===== src/sv/tbsg_pkg.sv =====
package tbsg_pkg;

  // field widths fixed by the item formats
  localparam int KIND_W  = 2;
  localparam int SPACE_W = 16;
  localparam int SAMP_W  = 24;
  localparam int PLEN_W  = 16;
  localparam int PROD_W  = 25;
  localparam int BYTE_W  = 8;

  // default burst counter width
  localparam int COUNT_W_DEF = 24;

  // configuration port
  localparam int APB_AW = 3;
  localparam int APB_DW = 32;

  localparam logic [SAMP_W-1:0] SAMP_RST = SAMP_W'(1000);
  localparam logic [PLEN_W-1:0] PLEN_RST = PLEN_W'(64);

  // divider: one quotient bit per step over the remaining sample count
  localparam int DIV_STEPS = SAMP_W;
  localparam int DIV_CNT_W = $clog2(DIV_STEPS);

  typedef enum logic [1:0] {
    PH_IDLE = 2'd0,
    PH_DONE = 2'd1,
    PH_RUN  = 2'd2,
    PH_STOP = 2'd3
  } phase_t;

  typedef enum logic [KIND_W-1:0] {
    REQ_OUTPUT  = 2'd0,
    REQ_SWITCH  = 2'd1,
    REQ_STOP    = 2'd2,
    REQ_UNKNOWN = 2'd3
  } req_kind_t;

  typedef enum logic [1:0] {
    ST_IDLE,
    ST_DIV,
    ST_FIN
  } ctrl_state_t;

  typedef enum logic {
    REG_BURST = 1'b0,
    REG_PLEN  = 1'b1
  } reg_idx_t;

  // controller to datapath
  typedef struct packed {
    logic take;
    logic div_step;
    logic load_final;
  } dp_cmd_t;

  // datapath to controller
  typedef struct packed {
    logic need_div;
    logic div_last;
    logic out_free;
  } dp_stat_t;

endpackage


===== src/sv/tbsg_if.sv =====
// request channel
interface tbsg_req_if import tbsg_pkg::*; ();
  logic               valid;
  logic               ready;
  logic [KIND_W-1:0]  req_type;
  logic [SPACE_W-1:0] space;

  modport source (output valid, output req_type, output space, input ready);
  modport sink   (input valid, input req_type, input space, output ready);
endinterface

// result channel
interface tbsg_res_if import tbsg_pkg::*; ();
  logic              valid;
  logic              ready;
  logic [PROD_W-1:0] produced;
  logic              start_of_burst;
  logic              end_of_burst;
  logic [BYTE_W-1:0] first_byte;
  logic              msg_error;

  modport source (output valid, output produced, output start_of_burst,
                  output end_of_burst, output first_byte, output msg_error,
                  input ready);
  modport sink   (input valid, input produced, input start_of_burst,
                  input end_of_burst, input first_byte, input msg_error,
                  output ready);
endinterface


===== src/sv/tbsg_regs.sv =====
module tbsg_regs import tbsg_pkg::*; (
  input  logic              clk,
  input  logic              rst,
  input  logic              psel,
  input  logic              penable,
  input  logic              pwrite,
  input  logic              reg_sel,
  input  logic [APB_DW-1:0] pwdata,
  output logic [APB_DW-1:0] prdata,
  output logic              pready,
  output logic [SAMP_W-1:0] burst_samples,
  output logic [PLEN_W-1:0] packet_length
);

  logic wr_en;

  assign wr_en  = psel && penable && pwrite;
  assign pready = 1'b1;

  // register writes
  always_ff @(posedge clk) begin
    if (rst) begin
      burst_samples <= SAMP_RST;
      packet_length <= PLEN_RST;
    end else if (wr_en) begin
      case (reg_idx_t'(reg_sel))
        REG_BURST: burst_samples <= pwdata[SAMP_W-1:0];
        REG_PLEN:  packet_length <= pwdata[PLEN_W-1:0];
        default: ;
      endcase
    end
  end

  // read back
  always_comb begin
    case (reg_idx_t'(reg_sel))
      REG_BURST: prdata = APB_DW'(burst_samples);
      REG_PLEN:  prdata = APB_DW'(packet_length);
      default:   prdata = '0;
    endcase
  end

endmodule


===== src/sv/tbsg_ctrl.sv =====
module tbsg_ctrl import tbsg_pkg::*; (
  input  logic     clk,
  input  logic     rst,
  input  logic     in_valid,
  output logic     in_ready,
  input  dp_stat_t stat,
  output dp_cmd_t  cmd
);

  ctrl_state_t state, state_next;

  always_ff @(posedge clk) begin
    if (rst) begin
      state <= ST_IDLE;
    end else begin
      state <= state_next;
    end
  end

  // next state
  always_comb begin
    state_next = state;
    case (state)
      ST_IDLE: begin
        if (in_valid && in_ready && stat.need_div) begin
          state_next = ST_DIV;
        end
      end
      ST_DIV: begin
        if (stat.div_last) begin
          state_next = ST_FIN;
        end
      end
      ST_FIN: begin
        if (stat.out_free) begin
          state_next = ST_IDLE;
        end
      end
      default: state_next = ST_IDLE;
    endcase
  end

  // outputs
  always_comb begin
    in_ready       = 1'b0;
    cmd.take       = 1'b0;
    cmd.div_step   = 1'b0;
    cmd.load_final = 1'b0;
    case (state)
      ST_IDLE: begin
        in_ready = stat.out_free;
        cmd.take = in_valid && stat.out_free;
      end
      ST_DIV: begin
        cmd.div_step = 1'b1;
      end
      ST_FIN: begin
        cmd.load_final = stat.out_free;
      end
      default: ;
    endcase
  end

`ifndef SYNTHESIS
  a_div_entry: assert property (@(posedge clk) disable iff (rst)
    cmd.take && stat.need_div |=> state == ST_DIV)
    else $error("final chunk did not start the divider");

  a_no_take_busy: assert property (@(posedge clk) disable iff (rst)
    state != ST_IDLE |-> !in_ready)
    else $error("word taken while divider busy");

  a_fin_return: assert property (@(posedge clk) disable iff (rst)
    state == ST_FIN && stat.out_free |=> state == ST_IDLE)
    else $error("padded result not handed over");

  a_div_exit: assert property (@(posedge clk) disable iff (rst)
    state == ST_DIV && stat.div_last |=> state == ST_FIN)
    else $error("divider overran its step count");
`endif

endmodule


===== src/sv/tbsg_dp.sv =====
module tbsg_dp import tbsg_pkg::*; #(
  parameter int COUNT_WIDTH = COUNT_W_DEF
) (
  input  logic               clk,
  input  logic               rst,
  input  dp_cmd_t            cmd,
  output dp_stat_t           stat,
  input  logic [SAMP_W-1:0]  burst_samples,
  input  logic [PLEN_W-1:0]  packet_length,
  input  logic [KIND_W-1:0]  req_type,
  input  logic [SPACE_W-1:0] space,
  input  logic               out_ready,
  output logic               out_valid,
  output logic [PROD_W-1:0]  produced,
  output logic               start_of_burst,
  output logic               end_of_burst,
  output logic [BYTE_W-1:0]  first_byte,
  output logic               msg_error
);

  localparam int SUM_W = ((COUNT_WIDTH > SAMP_W) ? COUNT_WIDTH : SAMP_W) + 1;

  phase_t                 phase, phase_next;
  logic [COUNT_WIDTH-1:0] burst_count, burst_count_next;
  logic [BYTE_W-1:0]      byte_value;

  // divider state
  logic [SAMP_W-1:0]    rem_q;
  logic [SAMP_W-1:0]    dq;
  logic [PLEN_W:0]      part;
  logic [PLEN_W:0]      trial;
  logic [DIV_CNT_W-1:0] div_cnt;
  logic                 sob_q;

  req_kind_t         kind;
  logic [SUM_W-1:0]  sum, total_x, count_x;
  logic [SAMP_W-1:0] rem;
  logic              is_final, running, stopping, sob_now, need_div, load;

  logic [PROD_W-1:0] imm_prod, fin_prod, sel_prod;
  logic              imm_sob, imm_eob, imm_err;
  logic [BYTE_W-1:0] imm_first;

  // burst arithmetic
  assign kind     = req_kind_t'(req_type);
  assign count_x  = SUM_W'(burst_count);
  assign total_x  = SUM_W'(burst_samples);
  assign sum      = count_x + SUM_W'(space);
  assign is_final = sum >= total_x;
  assign rem      = (count_x < total_x) ? SAMP_W'(total_x - count_x) : '0;
  assign running  = phase == PH_RUN;
  assign stopping = phase == PH_STOP;
  assign sob_now  = burst_count == '0;
  assign need_div = (kind == REQ_OUTPUT) && running && is_final && (packet_length != '0);

  assign stat.need_div = need_div;
  assign stat.div_last = div_cnt == '0;
  assign stat.out_free = !out_valid || out_ready;

  // result of a word that completes at once
  always_comb begin
    imm_prod  = '0;
    imm_sob   = 1'b0;
    imm_eob   = 1'b0;
    imm_err   = 1'b0;
    imm_first = '0;
    case (kind)
      REQ_UNKNOWN: imm_err = 1'b1;
      REQ_OUTPUT: begin
        if (stopping) begin
          imm_prod  = PROD_W'(packet_length);
          imm_eob   = 1'b1;
          imm_first = byte_value;
        end else if (running) begin
          imm_first = byte_value;
          imm_sob   = sob_now;
          if (is_final) begin
            // zero packet length: no padding
            imm_prod = PROD_W'(rem);
            imm_eob  = 1'b1;
          end else begin
            imm_prod = PROD_W'(space);
          end
        end
      end
      default: ;
    endcase
  end

  // gate phase and count
  always_comb begin
    phase_next       = phase;
    burst_count_next = burst_count;
    case (kind)
      REQ_SWITCH: begin
        if (phase == PH_IDLE) begin
          phase_next = PH_RUN;
        end else if (phase == PH_DONE) begin
          phase_next = PH_IDLE;
        end
      end
      REQ_STOP: begin
        if (running) begin
          phase_next = PH_STOP;
        end
      end
      REQ_OUTPUT: begin
        if (stopping || (running && is_final)) begin
          phase_next       = PH_DONE;
          burst_count_next = '0;
        end else if (running) begin
          burst_count_next = sum[COUNT_WIDTH-1:0];
        end
      end
      default: ;
    endcase
  end

  // padded length: remaining count up to next packet boundary
  assign fin_prod = PROD_W'(rem_q) + PROD_W'(packet_length) - PROD_W'(part[PLEN_W-1:0]);
  assign load     = (cmd.take && !need_div) || cmd.load_final;
  assign sel_prod = cmd.load_final ? fin_prod : imm_prod;
  assign trial    = {part[PLEN_W-1:0], dq[SAMP_W-1]};

  always_ff @(posedge clk) begin
    if (rst) begin
      phase       <= PH_IDLE;
      burst_count <= '0;
      byte_value  <= '0;
      out_valid   <= 1'b0;
    end else begin
      if (cmd.take) begin
        phase       <= phase_next;
        burst_count <= burst_count_next;
      end
      if (load) begin
        byte_value <= byte_value + sel_prod[BYTE_W-1:0];
        out_valid  <= 1'b1;
      end else if (out_ready) begin
        out_valid <= 1'b0;
      end
    end
  end

  // output word
  always_ff @(posedge clk) begin
    if (load) begin
      produced <= sel_prod;
      if (cmd.load_final) begin
        start_of_burst <= sob_q;
        end_of_burst   <= 1'b1;
        first_byte     <= byte_value;
        msg_error      <= 1'b0;
      end else begin
        start_of_burst <= imm_sob;
        end_of_burst   <= imm_eob;
        first_byte     <= imm_first;
        msg_error      <= imm_err;
      end
    end
  end

  // restoring divider, remaining count mod packet length
  always_ff @(posedge clk) begin
    if (cmd.take && need_div) begin
      rem_q   <= rem;
      dq      <= rem;
      part    <= '0;
      div_cnt <= DIV_CNT_W'(DIV_STEPS - 1);
      sob_q   <= sob_now;
    end else if (cmd.div_step) begin
      if (trial >= {1'b0, packet_length}) begin
        part <= trial - {1'b0, packet_length};
      end else begin
        part <= trial;
      end
      dq      <= dq << 1;
      div_cnt <= div_cnt - 1'b1;
    end
  end

endmodule


===== src/sv/tdd_burst_source_gate.sv =====
// Channel  | Dir | Handshake      | Payload
// req      | in  | valid / ready  | req_type, space
// res      | out | valid / ready  | produced, start_of_burst, end_of_burst,
//          |     |                | first_byte, msg_error
// cfg      | in  | APB psel/pen.  | burst_samples @0x0, packet_length @0x4
//
// One result word per request word, registered. A final chunk with a non-zero
// packet length first passes through the 24-step restoring divider for the
// padding. A new word is taken while the divider is idle and the result
// register is free or being emptied.
// rst is synchronous: gate idle, count and byte counter cleared, registers
// back to 1000 samples and 64-byte packets.
module tdd_burst_source_gate import tbsg_pkg::*; #(
  parameter int COUNT_WIDTH = COUNT_W_DEF
) (
  input  logic              clk,
  input  logic              rst,
  tbsg_req_if.sink          req,
  tbsg_res_if.source        res,
  input  logic              psel,
  input  logic              penable,
  input  logic              pwrite,
  input  logic [APB_AW-1:0] paddr,
  input  logic [APB_DW-1:0] pwdata,
  output logic [APB_DW-1:0] prdata,
  output logic              pready
);

  logic [SAMP_W-1:0] burst_samples;
  logic [PLEN_W-1:0] packet_length;
  dp_cmd_t           cmd;
  dp_stat_t          stat;

  // configuration registers
  tbsg_regs u_regs (
    .clk           (clk),
    .rst           (rst),
    .psel          (psel),
    .penable       (penable),
    .pwrite        (pwrite),
    .reg_sel       (paddr[2]),
    .pwdata        (pwdata),
    .prdata        (prdata),
    .pready        (pready),
    .burst_samples (burst_samples),
    .packet_length (packet_length)
  );

  // sequencer
  tbsg_ctrl u_ctrl (
    .clk      (clk),
    .rst      (rst),
    .in_valid (req.valid),
    .in_ready (req.ready),
    .stat     (stat),
    .cmd      (cmd)
  );

  // gate, counters, divider, result register
  tbsg_dp #(
    .COUNT_WIDTH (COUNT_WIDTH)
  ) u_dp (
    .clk            (clk),
    .rst            (rst),
    .cmd            (cmd),
    .stat           (stat),
    .burst_samples  (burst_samples),
    .packet_length  (packet_length),
    .req_type       (req.req_type),
    .space          (req.space),
    .out_ready      (res.ready),
    .out_valid      (res.valid),
    .produced       (res.produced),
    .start_of_burst (res.start_of_burst),
    .end_of_burst   (res.end_of_burst),
    .first_byte     (res.first_byte),
    .msg_error      (res.msg_error)
  );

endmodule


===== src/flat_wrapper.sv =====
// flat-port wrapper written by rule: the top's interface ports become plain ports
module tdd_burst_source_gate_flat import tbsg_pkg::*;
#(
  parameter int COUNT_WIDTH = COUNT_W_DEF
)
  (clk, rst, psel, penable, pwrite, paddr, pwdata, prdata, pready, req_valid, req_req_type, req_space, req_ready, res_valid, res_produced, res_start_of_burst, res_end_of_burst, res_first_byte, res_msg_error, res_ready);
  tbsg_req_if req_i ();
  tbsg_res_if res_i ();
  input  logic clk;
  input  logic rst;
  input  logic psel;
  input  logic penable;
  input  logic pwrite;
  input  logic [APB_AW-1:0] paddr;
  input  logic [APB_DW-1:0] pwdata;
  output logic [APB_DW-1:0] prdata;
  output logic pready;
  input wire logic [$bits(req_i.valid)-1:0] req_valid;
  input wire logic [$bits(req_i.req_type)-1:0] req_req_type;
  input wire logic [$bits(req_i.space)-1:0] req_space;
  output wire logic [$bits(req_i.ready)-1:0] req_ready;
  output wire logic [$bits(res_i.valid)-1:0] res_valid;
  output wire logic [$bits(res_i.produced)-1:0] res_produced;
  output wire logic [$bits(res_i.start_of_burst)-1:0] res_start_of_burst;
  output wire logic [$bits(res_i.end_of_burst)-1:0] res_end_of_burst;
  output wire logic [$bits(res_i.first_byte)-1:0] res_first_byte;
  output wire logic [$bits(res_i.msg_error)-1:0] res_msg_error;
  input wire logic [$bits(res_i.ready)-1:0] res_ready;
  assign req_i.valid = req_valid;
  assign req_i.req_type = req_req_type;
  assign req_i.space = req_space;
  assign req_ready = req_i.ready;
  assign res_valid = res_i.valid;
  assign res_produced = res_i.produced;
  assign res_start_of_burst = res_i.start_of_burst;
  assign res_end_of_burst = res_i.end_of_burst;
  assign res_first_byte = res_i.first_byte;
  assign res_msg_error = res_i.msg_error;
  assign res_i.ready = res_ready;
  tdd_burst_source_gate #(.COUNT_WIDTH(COUNT_WIDTH)) u_core (.clk(clk), .rst(rst), .req(req_i), .res(res_i), .psel(psel), .penable(penable), .pwrite(pwrite), .paddr(paddr), .pwdata(pwdata), .prdata(prdata), .pready(pready));
endmodule

===== config.mk =====
export PLATFORM = sky130hd
export DESIGN_NAME = tdd_burst_source_gate_flat
export DESIGN_NICKNAME = d
export VERILOG_FILES = /design/src/sv/tbsg_pkg.sv /design/src/sv/tbsg_if.sv /design/src/sv/tbsg_regs.sv /design/src/sv/tbsg_ctrl.sv /design/src/sv/tbsg_dp.sv /design/src/sv/tdd_burst_source_gate.sv /design/src/flat_wrapper.sv
export SDC_FILE = /design/constraint.sdc
export NUM_CORES = 1
export LEC_CHECK = 0
export BUFFER_PORTS_ARGS = -buffer_cell sky130_fd_sc_hd__buf_4
export CORE_ASPECT_RATIO = 1.1
export CORE_MARGIN = 10
export CORE_UTILIZATION = 60
export CTS_BUF_LIST = sky130_fd_sc_hd__clkbuf_8 sky130_fd_sc_hd__clkbuf_16
export DETAILED_ROUTE_END_ITERATION = 7
export MAX_ROUTING_LAYER = met4
export PLACE_DENSITY = 0.79
export SYNTH_ARGS = -nofsm -noshare
export SYNTH_HDL_FRONTEND = slang
export SYNTH_SLANG_ARGS = --single-unit

===== constraint.sdc =====
create_clock -name clk -period 8.33 [get_ports clk]
set_input_delay 0 -clock clk [delete_from_list [all_inputs] [get_ports clk]]
set_output_delay 0 -clock clk [all_outputs]
set_load 0.005 [all_outputs]

==> flow_summary_export.csv, run 1 <==
group,metric,value,unit
power,p_leak,6.41,nW
cts,cts_root_buffer,"clkbuf_16",
yosys,synth_top_area_cell,"edfxtp_1",
timing,fin_crit,7.08,ns
global_routing,antenna_found_initial,0,
flow_run,maxCapViolCount,0,
yosys,syn_area,0.0131,mm^2
yosys,synth_cell_types,76,
yosys,ys_ff_latch,183,
layout,areaGrowthSynthToFinish,15.0,%
cts,cts_sinks,183,
floorplanning,dieArea,0.0282,mm^2
hold_path,hp-class,"in2reg",
cts,path_clk_slew,0.07,ns
cts,clk_latency,0.45,ns
layout,nFillCells,1756,
floorplanning,die_h,175,um
critical_path,cpPeakStageDelay,0.41,ns
yosys,synth_ff_type,"dfxtp_1",
floorplanning,num_io_pins,131,
timing,tightestPinTransition,1.11,ns
global_routing,grt_usage,26.8,%
timing,fin_crit_sh,85.0,%
route,top_layer,"met4",
critical_path,endpoint_kind,"register",
timing,setup_violations,0,
cts,cts.hold.buffers_added,29,
timing,setup_tns,0,ns
timing,skew,0.0118,ns
yosys,synthTopCellsByArea,"edfxtp_1, dfxtp_1, ha_1, nand2_1, inv_1",
layout,final_cell_mix,"nand2_1, inv_1, buf_4, nor2_1, a21oi_1",
route,met1Wirelength,16200,um
placement,gp_congestion,0.966,
critical_path,path_class,"reg2reg",
cts,cts_tree,"built",
timing,hold_viol_final,0,
route,antenna_left,0,
power,peakVddDrop,128,uV
yosys,synth_top_area_share,19.5,%
power,switching_share,38.1,%
floorplanning,start_util,61.1,%
cts,cts_resized,0,
route,route.detailed.vias_per_inst,6.02,
yosys,yosysSeqAreaShare,34.5,%
critical_path,cp.arrival,7.41,ns
global_routing,grt_pass1_wl,59900,um
route,drtIter0Drc,1097,
critical_path,cp_slowest_cell,"dfxtp_1",
critical_path,critPathRequiredTime,8.66,ns
floorplanning,rows,56,
route,routed_wl,37400,um
route,route.met3.wl,2950,um
route,routedWlPerCell,19.0,um
global_routing,grt_pass1_vias,11400,
global_routing,grt_start_max_net_pins,79,
floorplanning,core,0.0214,mm^2
floorplanning,die_width,161,um
cts,htreeDepth,4,
timing,rsz0062_at_grt,"false",
placement,hpwl,28300,um
global_routing,grt_overflow_total,0,
cts,numCtsBuffers,17,
route,drc,0,
power,p_comb_share,39.9,%
route,dr_wl_met2,17500,um
critical_path,worstPathMaxFanout,5,
power,p_int,2.00,mW
yosys,synth_cells,1551,
timing,fmax,141,MHz
timing,final-max-slew-violation-count,0,
cts,post_cts_buffers,0,
outcome,status,"finished clean",
power,p_seq_share,33.7,%
power,p_sw,1.23,mW
layout,layout-drive-gt1-share,10.9,%
power,power.density,215,mW/mm^2
placement,portBuffers,111,
route,drtPass1Iterations,6,
yosys,synth_edf_count,85,
critical_path,crit_path_start_kind,"register",
route,vias,11900,
timing,slew_headroom,26.0,%
yosys,synth.avg_cell_area,8.45,um^2
layout,final_common_cell,"nand2_1",
power,pwr-share-clk,26.4,%
layout,nets,1857,
yosys,yosys_warnings,0,
yosys,async_reset_ff_share,0,%
cts,clockBufferDepth,2,
layout,final_util,70.3,%
## cells by family (layout without fill, tap and decap cells)
group,after synthesis,in the layout,share of synthesized area [%]
AOI/OAI and AO/OA,425,425,21.2
adders and majority gates,133,133,13.8
DFF,183,183,34.5
and+or+nand+nor,482,482,16.7
other,2,10,0.0573
muxes,28,28,2.18
buffers and inverters,228,347,6.91
xor gates and xnor gates,70,70,4.68
## power groups by stage
stage                     sequential, mW  combinational (mW)  clock, mW
after floorplan                     1.09               0.982          0
after global placement              1.11                1.21          0
after detailed placement            1.11                1.25          0
after CTS                           1.09                1.27      0.856
after global routing                1.10                1.44      0.894
final                               1.09                1.29      0.855
## Yosys cell counts (4+ instances only)
library cell and number:
a21o_1 30, or3_1 4, nand2b_1 18, fa_1 20
xnor2_1 45, a22oi_1 20, o21ai_0 47, or4_1 4
edfxtp_1 85, a21oi_1 116, a311oi_1 6, a211oi_1 19
o31ai_1 11, nor4_1 15, a31oi_1 9, nand4_1 19
o211ai_1 6, xor2_1 25, mux2i_1 24, o21a_1 20
nor3_1 23, clkbuf_1 46, dfxtp_1 98, o31a_1 9
inv_1 157, buf_2 7, o21bai_1 10, ha_1 113
nor3b_1 4, a211o_1 11, o21ai_1 57, nand3_1 37
nand2_1 195, nor2b_1 18, inv_2 6, and2_1 6
nor2_1 121, buf_4 9, o32ai_1 4, a22o_1 12
and3_1 8
## layout make-up
cell class | instances | area [um^2] | share of cell area (%)
timing repair buffer | 152 | 1210 | 8.05
sequential | 183 | 4510 | 30.0
inverter | 163 | 612 | 4.06
tap | 290 | 363 | 2.41
antenna | 1 | 2.50 | 0.0166
multi-input combinational | 1147 | 7760 | 51.5
clock inverter | 14 | 159 | 1.05
clock buffer | 18 | 450 | 2.99
## per-stage QoR
stage               power [mW]  hold WS, ns  area (um^2)  std cells  worst slack, ns
floorplan                 2.07        0.118        13100       1558             2.24
global placement          2.32        0.212        14200       1906             1.59
detailed placement        2.36        0.215        14200       1906             1.42
CTS                       3.22      0.00504        15100       1967             1.34
global route              3.44       0.0714        15100       1967            0.806
finish                    3.24       0.0228        15100       1968             1.25
## routing by layer
layer,GRT usage [%],vias to the layer above
met4,7.51,0
li1,-,5713
met5,-,-
met3,4.09,71
met2,42.7,524
met1,34.7,5545
## state kept, by name, summed over array words and instances (netlist names)
register	count
u_core.u_dp.out_valid	1
u_core.u_dp.div_cnt	5
u_core.u_dp.byte_value	8
u_core.u_dp.start_of_burst	1
u_core.u_dp.dq	24
u_core.u_dp.msg_error	1
u_core.u_dp.sob_q	1
u_core.u_dp.burst_count	24
u_core.u_dp.first_byte	8
u_core.u_dp.part	16
u_core.u_dp.produced	25
u_core.u_regs.burst_samples	24
u_core.u_regs.packet_length	16
u_core.u_dp.end_of_burst	1
u_core.u_dp.phase	2
u_core.u_dp.rem_q	24
u_core.u_ctrl.state	2
## path summary, 6_finish.rpt
| path | from | end | slack, ns | depth (start not counted) |
|---|---|---|---|---|
| max | u_core.u_dp.burst_count[0] | u_core.u_dp.byte_value[7] | 1.25 | 30 |
| min | req_space[0] | u_core.u_dp.burst_count[0] | 0.02 | 4 |
| max reg2reg | u_core.u_dp.burst_count[0] | u_core.u_dp.byte_value[7] | 1.25 | 30 |
| min reg2reg | u_core.u_dp.burst_count[19] | u_core.u_dp.burst_count[19] | 0.50 | 2 |
## worst max-delay path: cells and delay by family (launching register included)
kind                       cells  cell delay, ns
AOI/OAI and AO/OA             19            4.17
xor gates and xnor gates       1            0.24
adders and majority gates      4            1.17
buffers and inverters          1            0.06
DFF                            1            0.41
muxes                          2            0.44
and+or+nand+nor                3            0.48
Power figures use the tool's default switching activity.
==> run 2: changes to the inputs <==
--- a/config.mk
+++ b/config.mk
@@ -8,11 +8,11 @@
 export BUFFER_PORTS_ARGS = -buffer_cell sky130_fd_sc_hd__buf_4
 export CORE_ASPECT_RATIO = 1.1
 export CORE_MARGIN = 10
-export CORE_UTILIZATION = 60
+export CORE_UTILIZATION = 30
 export CTS_BUF_LIST = sky130_fd_sc_hd__clkbuf_8 sky130_fd_sc_hd__clkbuf_16
 export DETAILED_ROUTE_END_ITERATION = 7
 export MAX_ROUTING_LAYER = met4
-export PLACE_DENSITY = 0.79
+export PLACE_DENSITY = 0.44
 export SYNTH_ARGS = -nofsm -noshare
 export SYNTH_HDL_FRONTEND = slang
 export SYNTH_SLANG_ARGS = --single-unit
==> constraint.sdc (replaced) <==
create_clock -name clk -period 8.4 [get_ports clk]
set_input_delay 0 -clock clk [delete_from_list [all_inputs] [get_ports clk]]
set_output_delay 0 -clock clk [all_outputs]
set_load 0.005 [all_outputs]
==> flow_summary_export.csv, run 2 (synthesis results as in run 1) <==
group,metric,value,unit
timing,fin_crit,7.16,ns
floorplanning,die_width,219,um
power,p_sw,1.24,mW
timing,fmax,140,MHz
cts,clk_latency,0.47,ns
layout,regMostFlops,"u_core.u_dp.produced",
layout,largest_register_ffs,25,
timing,fin_crit_sh,85.3,%
route,routed_wl,41700,um
floorplanning,rows,80,
timing,tightestPinTransition,1.10,ns
layout,final_common_cell,"nand2_1",
global_routing,grt_pass1_wl,65100,um
timing,slew_headroom,27.0,%
critical_path,crit_family,"compound AO/OA/AOI/OAI gates",
critical_path,critPathRequiredTime,8.76,ns
critical_path,cp_slowest_cell,"fa_1",
global_routing,antenna_found_initial,0,
layout,areaGrowthSynthToFinish,17.5,%
timing,setup_tns,0,ns
power,p_int,1.94,mW
floorplanning,start_util,30.3,%
route,drtPass1Iterations,6,
critical_path,cpPeakStageDelay,0.41,ns
route,vias,11200,
placement,hpwl,32500,um
floorplanning,die_h,239,um
power,p_leak,6.41,nW
route,drc,0,
global_routing,grt_overflow_total,0,
cts,path_clk_slew,0.08,ns
placement,postPlaceCellArea,0.0145,mm^2
placement,gp_congestion,0.855,
power,p_comb_share,40.1,%
timing,final-max-slew-violation-count,0,
timing,hold_viol_final,0,
critical_path,cp.arrival,7.53,ns
route,route.detailed.vias_per_inst,4.98,
route,antenna_left,0,
global_routing,grt_usage,16.4,%
layout,nFillCells,4549,
cts,htreeDepth,4,
power,power.density,207,mW/mm^2
cts,post_cts_buffers,0,
global_routing,grt_start_max_net_pins,79,
critical_path,worstPathMaxFanout,5,
timing,setup_violations,0,
timing,skew,0.0121,ns
layout,nets,1860,
floorplanning,num_io_pins,131,
cts,clockBufferDepth,2,
floorplanning,core,0.0432,mm^2
cts,cts_sinks,183,
power,pwr-share-clk,25.8,%
layout,layout-drive-gt1-share,10.9,%
timing,rsz0062_at_grt,"false",
cts,cts_root_buffer,"clkbuf_16",
global_routing,grt_pass1_vias,11500,
layout,final_cell_mix,"nand2_1, inv_1, buf_4, nor2_1, a21oi_1",
power,switching_share,39.1,%
placement,portBuffers,111,
hold_path,hp-class,"in2reg",
cts,numCtsBuffers,17,
layout,final_area,0.0154,mm^2
critical_path,endpoint_kind,"register",
critical_path,crit_path_start_kind,"register",
cts,cts_tree,"built",
power,p_seq_share,34.1,%
critical_path,cp_num_buf_inv,1,
power,peakVddDrop,164,uV
route,drtIter0Drc,715,
flow_run,maxCapViolCount,0,
critical_path,path_class,"reg2reg",
route,routedWlPerCell,18.5,um
floorplanning,dieArea,0.0524,mm^2
outcome,status,"finished clean",
## run 2: worst paths after layout
| kind | endpoint | depth (start not counted) | slack (ns) | from |
|---|---|---|---|---|
| hold reg to reg | u_core.u_regs.burst_samples[0] | 2 | 0.48 | u_core.u_regs.burst_samples[0] |
| hold / removal | u_core.u_dp.byte_value[5] | 2 | 0.13 | rst |
| setup / recovery | u_core.u_dp.byte_value[7] | 30 | 1.24 | u_core.u_dp.burst_count[0] |
| setup reg to reg | u_core.u_dp.byte_value[7] | 30 | 1.24 | u_core.u_dp.burst_count[0] |
## run 2: routing by layer
| layer | share of wire, % | GRT usage, % | wire length, um |
|---|---|---|---|
| met1 | 48 | 21.0 | 20000 |
| met2 | 47 | 26.9 | 19700 |
| met3 | 2.2 | 1.49 | 920 |
| met4 | 2.6 | 5.58 | 1070 |
| met5 | 0 | - | 0 |
## run 2: power groups by stage
stage	sequential, mW	clock (mW)	combinational, mW
after floorplan	1.08	0	0.974
after global placement	1.11	0	1.25
after detailed placement	1.11	0	1.26
after CTS	1.09	0.842	1.28
after global routing	1.10	0.868	1.44
final	1.09	0.819	1.28
## run 2: final cells by class
class / count / area [um^2] / share of cell area [%]
multi-input cells: 1147 / 7750 / 50.3
flip-flops and latches: 183 / 4510 / 29.3
repair buffers: 155 / 1240 / 8.05
well taps: 574 / 718 / 4.67
inverters: 163 / 612 / 3.97
clock buffers: 17 / 425 / 2.76
clock inverters: 15 / 133 / 0.862
diodes: 1 / 2.50 / 0.0163
## run 2: repair_timing
item                                   in CTS  in global routing
hold buffers                               30                  0
gates resized for setup                     0                  0
endpoints found under the hold margin      46                  0
## run 2: metrics by stage
step	instances	setup WS (ns)	util, %	hold slack [ns]	power [mW]
floorplan	1558	2.31	-	0.118	2.05
global placement	2192	1.30	33.6	0.215	2.36
CTS	2254	1.19	35.6	0.120	3.21
finish	2255	1.24	35.6	0.126	3.18
detailed placement	2192	1.22	33.6	0.221	2.37
global route	2254	0.792	35.6	0.156	3.40
## run 2: worst register-to-register path: cells and delay by family, from the launching register on
family / cells / cell delay [ns]
XOR/XNOR: 1 / 0.23
flip-flops: 1 / 0.40
multiplexers: 2 / 0.45
adder cells (fa/ha/maj): 4 / 1.19
AO/OA/AOI/OAI: 19 / 4.24
AND/OR/NAND/NOR: 3 / 0.49
buffers and inverters: 1 / 0.06
